$ cat src/sv/crtc_vrt_pkg.sv
package crtc_vrt_pkg;

    localparam int ADDR_BITS_DEF = 16;
    localparam int PADDR_W       = 5;

    localparam logic [2:0] REG_VTOTAL    = 3'd0;
    localparam logic [2:0] REG_VDISP     = 3'd1;
    localparam logic [2:0] REG_VSYNC_ROW = 3'd2;
    localparam logic [2:0] REG_VSYNC_LN  = 3'd3;
    localparam logic [2:0] REG_CHAR_HM1  = 3'd4;
    localparam logic [2:0] REG_VCTL      = 3'd5;
    localparam logic [2:0] REG_START     = 3'd6;
    localparam logic [2:0] REG_STRIDE    = 3'd7;

    localparam logic [7:0]  VTOTAL_RST    = 8'd39;
    localparam logic [7:0]  VDISP_RST     = 8'd25;
    localparam logic [7:0]  VSYNC_ROW_RST = 8'd0;
    localparam logic [3:0]  VSYNC_LN_RST  = 4'd0;
    localparam logic [4:0]  CHAR_HM1_RST  = 5'd7;
    localparam logic [6:0]  VCTL_RST      = 7'd0;
    localparam logic [31:0] START_RST     = 32'd0;
    localparam logic [8:0]  STRIDE_RST    = 9'd102;

    localparam int VCTL_SLOW_BLINK = 5;
    localparam int VCTL_BITMAP     = 6;

    typedef enum logic [1:0] {
        MODE_TEXT   = 2'd0,
        MODE_BITMAP = 2'd1,
        MODE_IDLE   = 2'd2
    } mode_t;

    typedef struct packed {
        logic [7:0]  vtotal;
        logic [7:0]  vdisp;
        logic [7:0]  vsync_row;
        logic [3:0]  vsync_lines;
        logic [4:0]  char_hm1;
        logic [6:0]  vctl;
        logic [31:0] start;
        logic [8:0]  stride;
    } cfg_t;

    function automatic mode_t pick_mode(input logic bitmap, input logic [4:0] dlc,
                                        input logic [4:0] ch);
        mode_t m;
        m = bitmap ? MODE_BITMAP : MODE_TEXT;
        if (dlc > ch)
        begin
            m = MODE_IDLE;
        end
        return m;
    endfunction

endpackage

$ cat src/sv/crtc_vrt_regs.sv
module crtc_vrt_regs (
    input  logic                                clk,
    input  logic                                rst_n,
    input  logic                                psel,
    input  logic                                penable,
    input  logic                                pwrite,
    input  logic [crtc_vrt_pkg::PADDR_W-1:0]    paddr,
    input  logic [31:0]                         pwdata,
    output logic [31:0]                         prdata,
    output logic                                pready,
    output crtc_vrt_pkg::cfg_t                  cfg
);

    crtc_vrt_pkg::cfg_t cfg_reg;
    logic               wr_en;
    logic [2:0]         idx;

    assign pready = 1'b1;
    assign wr_en  = psel && penable && pwrite;
    assign idx    = paddr[4:2];
    assign cfg    = cfg_reg;

    always_ff @(posedge clk or negedge rst_n)
    begin
        if (!rst_n)
        begin
            cfg_reg.vtotal      <= crtc_vrt_pkg::VTOTAL_RST;
            cfg_reg.vdisp       <= crtc_vrt_pkg::VDISP_RST;
            cfg_reg.vsync_row   <= crtc_vrt_pkg::VSYNC_ROW_RST;
            cfg_reg.vsync_lines <= crtc_vrt_pkg::VSYNC_LN_RST;
            cfg_reg.char_hm1    <= crtc_vrt_pkg::CHAR_HM1_RST;
            cfg_reg.vctl        <= crtc_vrt_pkg::VCTL_RST;
            cfg_reg.start       <= crtc_vrt_pkg::START_RST;
            cfg_reg.stride      <= crtc_vrt_pkg::STRIDE_RST;
        end
        else if (wr_en)
        begin
            unique case (idx)
                crtc_vrt_pkg::REG_VTOTAL:    cfg_reg.vtotal      <= pwdata[7:0];
                crtc_vrt_pkg::REG_VDISP:     cfg_reg.vdisp       <= pwdata[7:0];
                crtc_vrt_pkg::REG_VSYNC_ROW: cfg_reg.vsync_row   <= pwdata[7:0];
                crtc_vrt_pkg::REG_VSYNC_LN:  cfg_reg.vsync_lines <= pwdata[3:0];
                crtc_vrt_pkg::REG_CHAR_HM1:  cfg_reg.char_hm1    <= pwdata[4:0];
                crtc_vrt_pkg::REG_VCTL:      cfg_reg.vctl        <= pwdata[6:0];
                crtc_vrt_pkg::REG_START:     cfg_reg.start       <= pwdata;
                crtc_vrt_pkg::REG_STRIDE:    cfg_reg.stride      <= pwdata[8:0];
                default: ;
            endcase
        end
    end

    always_comb
    begin
        unique case (idx)
            crtc_vrt_pkg::REG_VTOTAL:    prdata = {24'd0, cfg_reg.vtotal};
            crtc_vrt_pkg::REG_VDISP:     prdata = {24'd0, cfg_reg.vdisp};
            crtc_vrt_pkg::REG_VSYNC_ROW: prdata = {24'd0, cfg_reg.vsync_row};
            crtc_vrt_pkg::REG_VSYNC_LN:  prdata = {28'd0, cfg_reg.vsync_lines};
            crtc_vrt_pkg::REG_CHAR_HM1:  prdata = {27'd0, cfg_reg.char_hm1};
            crtc_vrt_pkg::REG_VCTL:      prdata = {25'd0, cfg_reg.vctl};
            crtc_vrt_pkg::REG_START:     prdata = cfg_reg.start;
            crtc_vrt_pkg::REG_STRIDE:    prdata = {23'd0, cfg_reg.stride};
            default:                     prdata = 32'd0;
        endcase
    end

endmodule

$ cat src/sv/crtc_vertical_raster_timing_top.sv
// channel   | signals                              | moves
// ----------+--------------------------------------+--------------------------------
// input     | in_valid, in_ready, line_tick        | one item per raster line
// output    | out_valid, out_ready, result fields  | line state after each item
// config    | psel, penable, pwrite, paddr, pwdata | apb writes, prdata reads back
//
// one item a cycle while out_ready is high; each item is held in the input register
// and its result is registered into the line state registers when it advances
// the line state registers are the result register and update only when it is free
// or being taken, so a stalled result holds while one further item waits in the input
// register; reset clears all counters and flags, mode resets to idle
module crtc_vertical_raster_timing_top #(
    parameter int ADDR_BITS = crtc_vrt_pkg::ADDR_BITS_DEF
) (
    input  logic                                clk,
    input  logic                                rst_n,
    input  logic                                psel,
    input  logic                                penable,
    input  logic                                pwrite,
    input  logic [crtc_vrt_pkg::PADDR_W-1:0]    paddr,
    input  logic [31:0]                         pwdata,
    output logic [31:0]                         prdata,
    output logic                                pready,
    input  logic                                in_valid,
    output logic                                in_ready,
    input  logic                                line_tick,
    output logic                                out_valid,
    input  logic                                out_ready,
    output logic [1:0]                          raster_mode,
    output logic                                display_active,
    output logic                                in_vsync,
    output logic                                frame_start,
    output logic                                blink_phase,
    output logic [15:0]                         screen_address,
    output logic [15:0]                         attribute_address,
    output logic [15:0]                         char_offset,
    output logic [15:0]                         bitmap_offset,
    output logic [4:0]                          char_scan_line,
    output logic                                repaint_request
);

    crtc_vrt_pkg::cfg_t cfg;

    crtc_vrt_regs u_regs (
        .clk     (clk),
        .rst_n   (rst_n),
        .psel    (psel),
        .penable (penable),
        .pwrite  (pwrite),
        .paddr   (paddr),
        .pwdata  (pwdata),
        .prdata  (prdata),
        .pready  (pready),
        .cfg     (cfg)
    );

    logic s1_valid_reg, s1_tick_reg;
    logic out_valid_reg;
    logic advance;

    logic [4:0]           row_line_count_reg, row_line_count_next;
    logic [7:0]           row_count_reg, row_count_next;
    logic                 vsync_active_reg, vsync_active_next;
    logic [3:0]           vsync_count_reg, vsync_count_next;
    logic [7:0]           frame_count_reg, frame_count_next;
    logic                 blink_state_reg, blink_state_next;
    logic                 enable_flag_reg, enable_flag_next;
    logic                 drawing_reg, drawing_next;
    logic                 draw_done_reg, draw_done_next;
    logic                 priming_reg, priming_next;
    logic [4:0]           draw_line_count_reg, draw_line_count_next;
    logic [ADDR_BITS-1:0] char_counter_reg, char_counter_next;
    logic [ADDR_BITS-1:0] bitmap_counter_reg, bitmap_counter_next;
    logic [ADDR_BITS-1:0] screen_latch_reg, screen_latch_next;
    logic [ADDR_BITS-1:0] attribute_latch_reg, attribute_latch_next;
    logic [ADDR_BITS-1:0] previous_screen_reg, previous_screen_next;
    logic [ADDR_BITS-1:0] previous_attribute_reg, previous_attribute_next;
    crtc_vrt_pkg::mode_t  mode_reg, mode_next;
    logic                 repaint_flag_reg, repaint_flag_next;
    logic                 frame_start_reg, frame_start_next;

    logic [4:0]           ch;
    logic                 do_latch;
    logic [ADDR_BITS-1:0] stride_ext;

    assign advance  = s1_valid_reg && (!out_valid_reg || out_ready);
    assign in_ready = !s1_valid_reg || advance;
    assign ch       = cfg.char_hm1;
    assign stride_ext = ADDR_BITS'(cfg.stride);

    always_ff @(posedge clk or negedge rst_n)
    begin
        if (!rst_n)
        begin
            s1_valid_reg  <= 1'b0;
            out_valid_reg <= 1'b0;
        end
        else
        begin
            if (in_ready)
            begin
                s1_valid_reg <= in_valid;
            end
            if (advance)
            begin
                out_valid_reg <= 1'b1;
            end
            else if (out_ready)
            begin
                out_valid_reg <= 1'b0;
            end
        end
    end

    always_ff @(posedge clk)
    begin
        if (in_valid && in_ready)
        begin
            s1_tick_reg <= line_tick;
        end
    end

    always_comb
    begin
        row_line_count_next     = row_line_count_reg;
        row_count_next          = row_count_reg;
        vsync_active_next       = vsync_active_reg;
        vsync_count_next        = vsync_count_reg;
        frame_count_next        = frame_count_reg;
        blink_state_next        = blink_state_reg;
        enable_flag_next        = enable_flag_reg;
        drawing_next            = drawing_reg;
        draw_done_next          = draw_done_reg;
        priming_next            = priming_reg;
        draw_line_count_next    = draw_line_count_reg;
        char_counter_next       = char_counter_reg;
        bitmap_counter_next     = bitmap_counter_reg;
        screen_latch_next       = screen_latch_reg;
        attribute_latch_next    = attribute_latch_reg;
        previous_screen_next    = previous_screen_reg;
        previous_attribute_next = previous_attribute_reg;
        mode_next               = mode_reg;
        repaint_flag_next       = repaint_flag_reg;
        frame_start_next        = 1'b0;
        do_latch                = 1'b0;

        if (s1_tick_reg)
        begin
            if (row_line_count_reg == ch)
            begin
                row_line_count_next = 5'd0;
                if (ch != 5'd0)
                begin
                    row_count_next = row_count_reg + 8'd1;
                end
                if (vsync_active_reg)
                begin
                    vsync_count_next = vsync_count_reg + 4'd1;
                    if (vsync_count_next == cfg.vsync_lines)
                    begin
                        vsync_active_next = 1'b0;
                        frame_start_next  = 1'b1;
                        frame_count_next  = frame_count_reg + 8'd1;
                        blink_state_next  = cfg.vctl[crtc_vrt_pkg::VCTL_SLOW_BLINK]
                                            ? frame_count_next[4] : frame_count_next[3];
                        repaint_flag_next = 1'b0;
                        if (drawing_reg)
                        begin
                            mode_next = crtc_vrt_pkg::pick_mode(
                                cfg.vctl[crtc_vrt_pkg::VCTL_BITMAP],
                                draw_line_count_reg, ch);
                        end
                    end
                end
                if (row_count_next == 8'd1)
                begin
                    enable_flag_next = 1'b1;
                    mode_next = crtc_vrt_pkg::pick_mode(
                        cfg.vctl[crtc_vrt_pkg::VCTL_BITMAP], draw_line_count_reg, ch);
                end
                if (row_count_next > cfg.vdisp)
                begin
                    enable_flag_next = 1'b0;
                    mode_next        = crtc_vrt_pkg::MODE_IDLE;
                end
                if (row_count_next > cfg.vtotal)
                begin
                    row_count_next      = 8'd0;
                    row_line_count_next = 5'd0;
                    priming_next        = 1'b1;
                    if (!draw_done_reg)
                    begin
                        do_latch = 1'b1;
                    end
                    draw_done_next = 1'b1;
                end
                if (row_count_next == cfg.vsync_row)
                begin
                    vsync_active_next = 1'b1;
                    vsync_count_next  = 4'd1;
                    mode_next         = crtc_vrt_pkg::MODE_IDLE;
                end
            end
            else
            begin
                row_line_count_next = row_line_count_reg + 5'd1;
            end

            // end of display rows, latch the start addresses
            if (({1'b0, row_count_next} == ({1'b0, cfg.vdisp} + 9'd1))
                && (row_line_count_next == 5'd1))
            begin
                drawing_next   = 1'b0;
                draw_done_next = 1'b1;
                do_latch       = 1'b1;
            end

            if (do_latch)
            begin
                screen_latch_next    = cfg.start[16 +: ADDR_BITS];
                attribute_latch_next = cfg.start[ADDR_BITS-1:0];
                if ((previous_screen_reg != screen_latch_next)
                    || (previous_attribute_reg != attribute_latch_next))
                begin
                    repaint_flag_next       = 1'b1;
                    previous_screen_next    = screen_latch_next;
                    previous_attribute_next = attribute_latch_next;
                end
                char_counter_next   = '0;
                bitmap_counter_next = '0;
            end

            if (priming_next)
            begin
                if ((row_count_next == 8'd0) && (row_line_count_next == 5'd0))
                begin
                    draw_line_count_next = cfg.vctl[4:0];
                end
                else if (draw_line_count_reg == ch)
                begin
                    draw_line_count_next = 5'd0;
                    priming_next         = 1'b0;
                    drawing_next         = 1'b1;
                end
                else
                begin
                    draw_line_count_next = draw_line_count_reg + 5'd1;
                end
            end
            else if (drawing_next)
            begin
                if (draw_line_count_reg == ch)
                begin
                    draw_line_count_next = 5'd0;
                    char_counter_next    = char_counter_next + stride_ext;
                end
                else
                begin
                    draw_line_count_next = draw_line_count_reg + 5'd1;
                end
                bitmap_counter_next = bitmap_counter_next + stride_ext;
            end
        end
    end

    always_ff @(posedge clk or negedge rst_n)
    begin
        if (!rst_n)
        begin
            row_line_count_reg     <= 5'd0;
            row_count_reg          <= 8'd0;
            vsync_active_reg       <= 1'b0;
            vsync_count_reg        <= 4'd0;
            frame_count_reg        <= 8'd0;
            blink_state_reg        <= 1'b0;
            enable_flag_reg        <= 1'b0;
            drawing_reg            <= 1'b0;
            draw_done_reg          <= 1'b0;
            priming_reg            <= 1'b0;
            draw_line_count_reg    <= 5'd0;
            char_counter_reg       <= '0;
            bitmap_counter_reg     <= '0;
            screen_latch_reg       <= '0;
            attribute_latch_reg    <= '0;
            previous_screen_reg    <= '0;
            previous_attribute_reg <= '0;
            mode_reg               <= crtc_vrt_pkg::MODE_IDLE;
            repaint_flag_reg       <= 1'b0;
            frame_start_reg        <= 1'b0;
        end
        else if (advance)
        begin
            row_line_count_reg     <= row_line_count_next;
            row_count_reg          <= row_count_next;
            vsync_active_reg       <= vsync_active_next;
            vsync_count_reg        <= vsync_count_next;
            frame_count_reg        <= frame_count_next;
            blink_state_reg        <= blink_state_next;
            enable_flag_reg        <= enable_flag_next;
            drawing_reg            <= drawing_next;
            draw_done_reg          <= draw_done_next;
            priming_reg            <= priming_next;
            draw_line_count_reg    <= draw_line_count_next;
            char_counter_reg       <= char_counter_next;
            bitmap_counter_reg     <= bitmap_counter_next;
            screen_latch_reg       <= screen_latch_next;
            attribute_latch_reg    <= attribute_latch_next;
            previous_screen_reg    <= previous_screen_next;
            previous_attribute_reg <= previous_attribute_next;
            mode_reg               <= mode_next;
            repaint_flag_reg       <= repaint_flag_next;
            frame_start_reg        <= frame_start_next;
        end
    end

    assign out_valid         = out_valid_reg;
    assign raster_mode       = mode_reg;
    assign display_active    = enable_flag_reg;
    assign in_vsync          = vsync_active_reg;
    assign frame_start       = frame_start_reg;
    assign blink_phase       = blink_state_reg;
    assign screen_address    = 16'(screen_latch_reg);
    assign attribute_address = 16'(attribute_latch_reg);
    assign char_offset       = 16'(char_counter_reg);
    assign bitmap_offset     = 16'(bitmap_counter_reg);
    assign char_scan_line    = draw_line_count_reg;
    assign repaint_request   = repaint_flag_reg;

endmodule
$ cat config.mk
export PLATFORM = sky130hd
export DESIGN_NAME = crtc_vertical_raster_timing_top
export DESIGN_NICKNAME = d
export VERILOG_FILES = /design/src/sv/crtc_vrt_pkg.sv /design/src/sv/crtc_vrt_regs.sv /design/src/sv/crtc_vertical_raster_timing_top.sv
export SDC_FILE = /design/constraint.sdc
export NUM_CORES = 1
export LEC_CHECK = 0
export BUFFER_PORTS_ARGS = -buffer_cell sky130_fd_sc_hd__buf_2
export CAP_MARGIN = 20
export CORE_UTILIZATION = 63
export DETAILED_ROUTE_END_ITERATION = 7
export HOLD_SLACK_MARGIN = 0.02
export PLACE_DENSITY = 0.86
export SYNTH_ARGS = -nofsm -noshare
export SYNTH_HDL_FRONTEND = slang
export SYNTH_SLANG_ARGS = --single-unit
$ cat constraint.sdc
create_clock -name clk -period 11.4 [get_ports clk]
set_clock_uncertainty 0.05 [all_clocks]
set_input_delay 1.71 -clock clk [delete_from_list [all_inputs] [get_ports clk]]
set_output_delay 1.71 -clock clk [all_outputs]
set_load 0.01 [all_outputs]
# Word level (Yosys, flattened, before mapping)
# Cells that the tools add are included.
[word_totals] reg_bits=220 out_inout_bits=111 word_cells=170 in_bits=45
[op_classes] mux=70 add_sub_neg=8 n_lt_le_gt_ge=3 n_reduce_logical=42 eq_ne=16
[ops] cell="32-bit one-hot mux with 8 select lines" count=1
[ops] cell="16-bit 2-to-1 mux" count=9
[ops] cell="8-bit 2-to-1 mux" count=8
[ops] cell="1-bit 2-to-1 mux" count=37
[ops] cell="16-bit by 9-bit adder with 16-bit output" count=2
[ops] cell="16-bit inequality test" count=2
[ops] cell="5-bit 2-to-1 mux" count=6
[ops] cell="2-bit AND reduction" count=9
[ops] cell="8-bit by 1-bit adder with 8-bit output, second input constant" count=2
[ops] cell="8-bit greater-than comparator" count=2
[ops] cell="4-bit AND reduction" count=4
[ops] cell="2-bit 2-to-1 mux" count=7
[ops] cell="3-bit == test, second input constant" count=4
[ops] cell="2-bit nonzero test" count=6
[ops] cell="4-bit nonzero test" count=3
[ops] cell="5-bit by 1-bit adder with 5-bit output, second input constant" count=2
[ops] cell="5-bit == test" count=2
[ops] cell="8-bit by 1-bit adder with 9-bit output, second input constant" count=1
[ops] cell="8-bit by 9-bit == test with 1-bit output" count=1
[ops] cell="3-bit AND reduction" count=3
[ops] cell="8-bit by 1-bit == test with 1-bit output, second input constant" count=1
[ops] cell="8-bit == test" count=1
[ops] cell="8-bit zero test" count=1
[ops] cell="4-bit 2-to-1 mux" count=2
[ops] cell="14 further kinds" count=23

# Longest topological paths before layout
[depth] depth_word=20 ltp_mapped=28 mapped_depth_nobuf=25

# Modules after synthesis
# From an unflattened synthesis, not the netlist that was laid out.
[hier_totals] cells_unflattened=1109 area_unflattened_um2=12276.8
[modules_own_cells] module="crtc_vertical_raster_timing_top" cells_per_inst=829 area_each_um2=8449.4 instances=1 seq_area_each_um2=3409.5
[modules_own_cells] module="crtc_vrt_regs" cells_per_inst=280 area_each_um2=3827.4 instances=1 seq_area_each_um2=2044.5

# Worst setup path after synthesis
# OpenSTA, ideal clock, no wires.
[synth_path] path_kind="register to register" start="register u_regs.cfg_reg (netlist bit u_regs.cfg[48])" end="register char_counter_reg[10], in the netlist char_offset[10]" arrival_time_ns=5.754 setup_time_ns=0.124 path_slack_ns=5.472 synth_period_minus_slack_ns=5.928 stages_incl_launch_ff=28 n_path_buf=3 required_time_ns=11.226 cell_sequence="dfstp_2 > nor3_2 > a211oi_1 > xor2_1 > ha_1 > nand4_1 > nor2_1 > a211o_1 > nand2_1 > clkbuf_1 > a2bb2oi_1 > a21oi_1 > a21oi_2 > buf_2 > clkbuf_1 > and2_1 > ha_1 > inv_1 > fa_1 > nor2b_1 > o21ai_0 > a21boi_0 > o311a_1 > o211ai_1 > a21boi_0 > nand3_1 > and3_1 > a211o_1"
[synth_between] elab_chain_cells=20 elab_cells_between_ends=32 cone_classes="1 x add/sub; 1 x order compare; 4 x eq/ne; 24 x mux; 2 x reduce/logical"
[synth_lines] element="start: declaration" line_no="crtc_vrt_regs.sv:14" text="crtc_vrt_pkg::cfg_t cfg_reg;"
[synth_lines] element="5-bit nonzero test" line_no="crtc_vertical_raster_timing_top.sv:152" text="if (ch != 5'd0)"
[synth_lines] element="8-bit 2-to-1 mux" line_no="crtc_vertical_raster_timing_top.sv:152"
[synth_lines] element="8-bit 2-to-1 mux" line_no="crtc_vertical_raster_timing_top.sv:149" text="if (row_line_count_reg == ch)"
[synth_lines] element="8-bit 2-to-1 mux" line_no="crtc_vertical_raster_timing_top.sv:147" text="if (s1_tick_reg)"
[synth_lines] element="8-bit greater-than comparator" line_no="crtc_vertical_raster_timing_top.sv:186" text="if (row_count_next > cfg.vtotal)"
[synth_lines] element="8-bit 2-to-1 mux" line_no="crtc_vertical_raster_timing_top.sv:186"
[synth_lines] element="8-bit 2-to-1 mux" line_no="crtc_vertical_raster_timing_top.sv:149"
[synth_lines] element="8-bit 2-to-1 mux" line_no="crtc_vertical_raster_timing_top.sv:147"
[synth_lines] element="(+4 left out)"
[synth_lines] element="1-bit 2-to-1 mux" line_no="crtc_vertical_raster_timing_top.sv:210" text="if (({1'b0, row_count_next} == ({1'b0, cfg.vdisp} + 9'd1))"
[synth_lines] element="1-bit 2-to-1 mux" line_no="crtc_vertical_raster_timing_top.sv:147"
[synth_lines] element="16-bit 2-to-1 mux" line_no="crtc_vertical_raster_timing_top.sv:218" text="if (do_latch)"
[synth_lines] element="16-bit 2-to-1 mux" line_no="crtc_vertical_raster_timing_top.sv:147"
[synth_lines] element="16-bit by 9-bit adder with 16-bit output" line_no="crtc_vertical_raster_timing_top.sv:255" text="char_counter_next = char_counter_next + stride_ext;"
[synth_lines] element="16-bit 2-to-1 mux" line_no="crtc_vertical_raster_timing_top.sv:252" text="if (draw_line_count_reg == ch)"
[synth_lines] element="16-bit 2-to-1 mux" line_no="crtc_vertical_raster_timing_top.sv:250" text="else if (drawing_next)"
[synth_lines] element="16-bit 2-to-1 mux (*)" line_no="crtc_vertical_raster_timing_top.sv:233" text="if (priming_next)"
[synth_lines] element="end signal: assignment" line_no="crtc_vertical_raster_timing_top.sv:304" text="char_counter_reg <= char_counter_next;"
[synth_lines] element="end: declaration" line_no="crtc_vertical_raster_timing_top.sv:72" text="logic [ADDR_BITS-1:0] char_counter_reg, char_counter_next;"
# Every way passes the cells marked *; elsewhere a longest branch is shown, timed or not. The select of a mux whose other input is x is not followed.
# A chain may end at the register's enable or synchronous reset.

# Worst setup path after layout
[layout_path] start="register u_regs.cfg_reg (netlist bit u_regs.cfg[51])" end="register char_counter_reg[10], in the netlist char_offset[10]"
# The elaborated chain is that of the path after synthesis.

==> metrics <==
status complete, no violations; Clock Latency Late Sink ~0.5 ns; pre-CTS setup slack approximately 4.2 ns; layout net count approximately 1400; pin count of the biggest net entering global routing between 80 and 90; CP Class reg2reg; most frequent cell after synthesis dfrtp_1; Syn Nets 1243; Root Driver clkbuf_16; PortBufs about 150; Fmax between 100 and 150 MHz; Seq cells post-synth around 220; Worst Path Required 11.74 ns; layout cell share with drive strength beyond 1 0.296; final core utilization 0.742; detailed-router iteration count before antenna repair 5; part of the cycle the worst path needs 0.661; slew of the pin with the lowest slew margin between 0.9 and 1 ns; Async SR Flop Fraction 0.995; DR vias/cell approximately 6.2; die area between 20000 and 25000 um^2; pwr dens 195 nW/um^2; Distinct cells, synth between 80 and 90; setup_tns 0 ns; register area share after synthesis 0.445; Rel. slew slack 0.351; core region area 18900 um^2; Non-Filler Instances about 1600; Area Overhead vs Synth 14.3%; multi-input logic area ~6400 um^2; critical path arrival around 7.9 ns; Remaining DRCs 0; Leak slightly below 7 nW; Hold Path Class reg2reg; die width about 140 um; setup bufs post-CTS 0; PostCTS Resize Cnt 0; initial antenna violation count 2; placed cell count about 1500; number of flip-flops under the largest register name between 80 and 90; CTS buffer count 23; maxcap violations 0; GRT Util Overall 0.322; fin. max-slew vios 0; fillers 1303; Mapped Avg Cell Area about 11 um^2; biggest area consumer among synthesized cells dfrtp_1; vias in the first global route 9706; 1st-iter DRT viols around 640; fin crit period 7.53 ns; worst-path fanout max ~50; io pins 156; Clock Tree Buf Depth 3; DPL Wire Length roughly 22 mm; RSZ-0062 raised after global routing no; TritonCTS Sinks about 220; WL final between 30 and 40 mm; GRT overflow 0; # setup viols final 0; Vias 9748; Reg area about 5500 um^2; drt wl/cell about 20 um; Die Y between 100 and 150 um; first-pass GRT wire length between 50 and 60 mm; H-tree lvl count 1; most common library cells after synthesis dfrtp_1 (201), mux2_2 (143), nand2_1 (72); dominant cells by area after synthesis dfrtp_1 (41%), mux2_2 (13%), ha_1 (4.6%); GPL Wtd Cong approximately 0.94; Hold-fix buffers, CTS 0; CP Launch Type flip-flop; Post-Syn Area around 12000 um^2; area share of the largest cell type after synthesis 0.410; Synth Instances approximately 1200; final setup margin 3.87 ns; initial core utilization 0.649; number of synthesized flops with an enable pin 1; std cell rows 50; Hold Violations, Final 0; CTS tree yes; clock-pin slew of the registers on the worst-case setup and hold paths 0.06 ns; top_reg_cell synth dfrtp_1; Tot Pwr 2.72 mW; Worst setup EP type flip-flop; antenna-violating nets left 0; Synth Warn # 0; worst vdd rail ir drop ~0.14 mV
layout by cell type (no fill, tap or decap), drive strengths merged, types with 8 or more instances in the layout:
master	Yosys	routed
dfstp	15	15
a21oi	41	41
and2	43	43
xnor2	56	56
nor2b	9	9
buf	20	165
nand4	18	18
a22o	8	8
mux2	145	145
mux2i	9	9
xor2	22	22
dfrtp	201	201
clkbuf	31	32
a21o	13	13
nand2	72	72
and3	24	24
a31oi	10	10
ha	45	45
nor3	16	16
o21ai	64	64
inv	46	46
nor2	51	51
o2bb2ai	9	9
nor4	14	14
a211oi	9	9
nand3	39	39
metrics by stage:
| step | instance area (um^2) | hold slack [ns] |
|---|---|---|
| global route | 14000 | 0.447 |
| detailed placement | 13200 | 0.402 |
| CTS | 14000 | 0.411 |
| floorplan | 12300 | 0.386 |
| global placement | 13200 | 0.404 |
| finish | 14000 | 0.409 |
logic make-up after synthesis:
logic type	synth area share
multiplexers	0.148
XOR/XNOR	0.0576
AND/OR/NAND/NOR	0.139
other	0.000306
adder cells (fa/ha/maj)	0.0492
buffers and inverters	0.0338
flip-flops	0.445
AO/OA/AOI/OAI	0.127
worst paths after layout:
kind | startpoint | end | slack [ns] | cells after the start
setup / recovery | u_regs.cfg[51] | char_offset[10] | 3.87 | 23
min in group asynchronous | rst_n | row_count_reg[6] | 1.10 | 1
max in group asynchronous | rst_n | u_regs.cfg[4] | 8.00 | 3
setup reg to reg | u_regs.cfg[51] | char_offset[10] | 3.87 | 23
hold / removal | raster_mode[1] | raster_mode[1] | 0.41 | 2
hold reg to reg | raster_mode[1] | raster_mode[1] | 0.41 | 2
critical path, cell delays in order, from the launching register on:
cell	delay, ns
dfrtp_1	0.47
nor2_1	0.52
nand2_1	0.33
xor2_1	0.49
inv_1	0.20
ha_1	0.33
nand4_1	0.11
o21ai_0	0.54
nand2_1	0.52
o311a_1	0.51
nor4_2	0.46
a21oi_4	0.09
buf_4	0.32
and2_1	0.24
ha_1	0.33
nor2b_1	0.16
o21ai_0	0.10
a21boi_0	0.26
o311a_1	0.24
o211ai_1	0.14
a21boi_0	0.38
nand3_1	0.15
and3_1	0.23
a211o_1	0.25
where the power goes:
group	leakage [nW]	switching (mW)	internal, mW
clock	0.377	0.308	0.450
sequential	2.82	0.200	0.945
combinational	3.65	0.435	0.387
layout make-up:
class / instances / share of cell area
well taps: 260 / 0.0232
multi-input cells: 837 / 0.458
clock inverters: 9 / 0.00777
diodes: 3 / 0.000536
clock buffers: 32 / 0.0471
inverters: 46 / 0.0123
repair buffers: 165 / 0.0620
flip-flops and latches: 217 / 0.389
routing by layer:
metal,global-route usage,part of all wire,up-vias
met1,0.417,0.40,4783
met2,0.532,0.47,399
met5,0,0,-
met3,0.0574,0.081,89
met4,0.147,0.041,0
li1,-,-,4477
(Power assumes the default switching activity.)
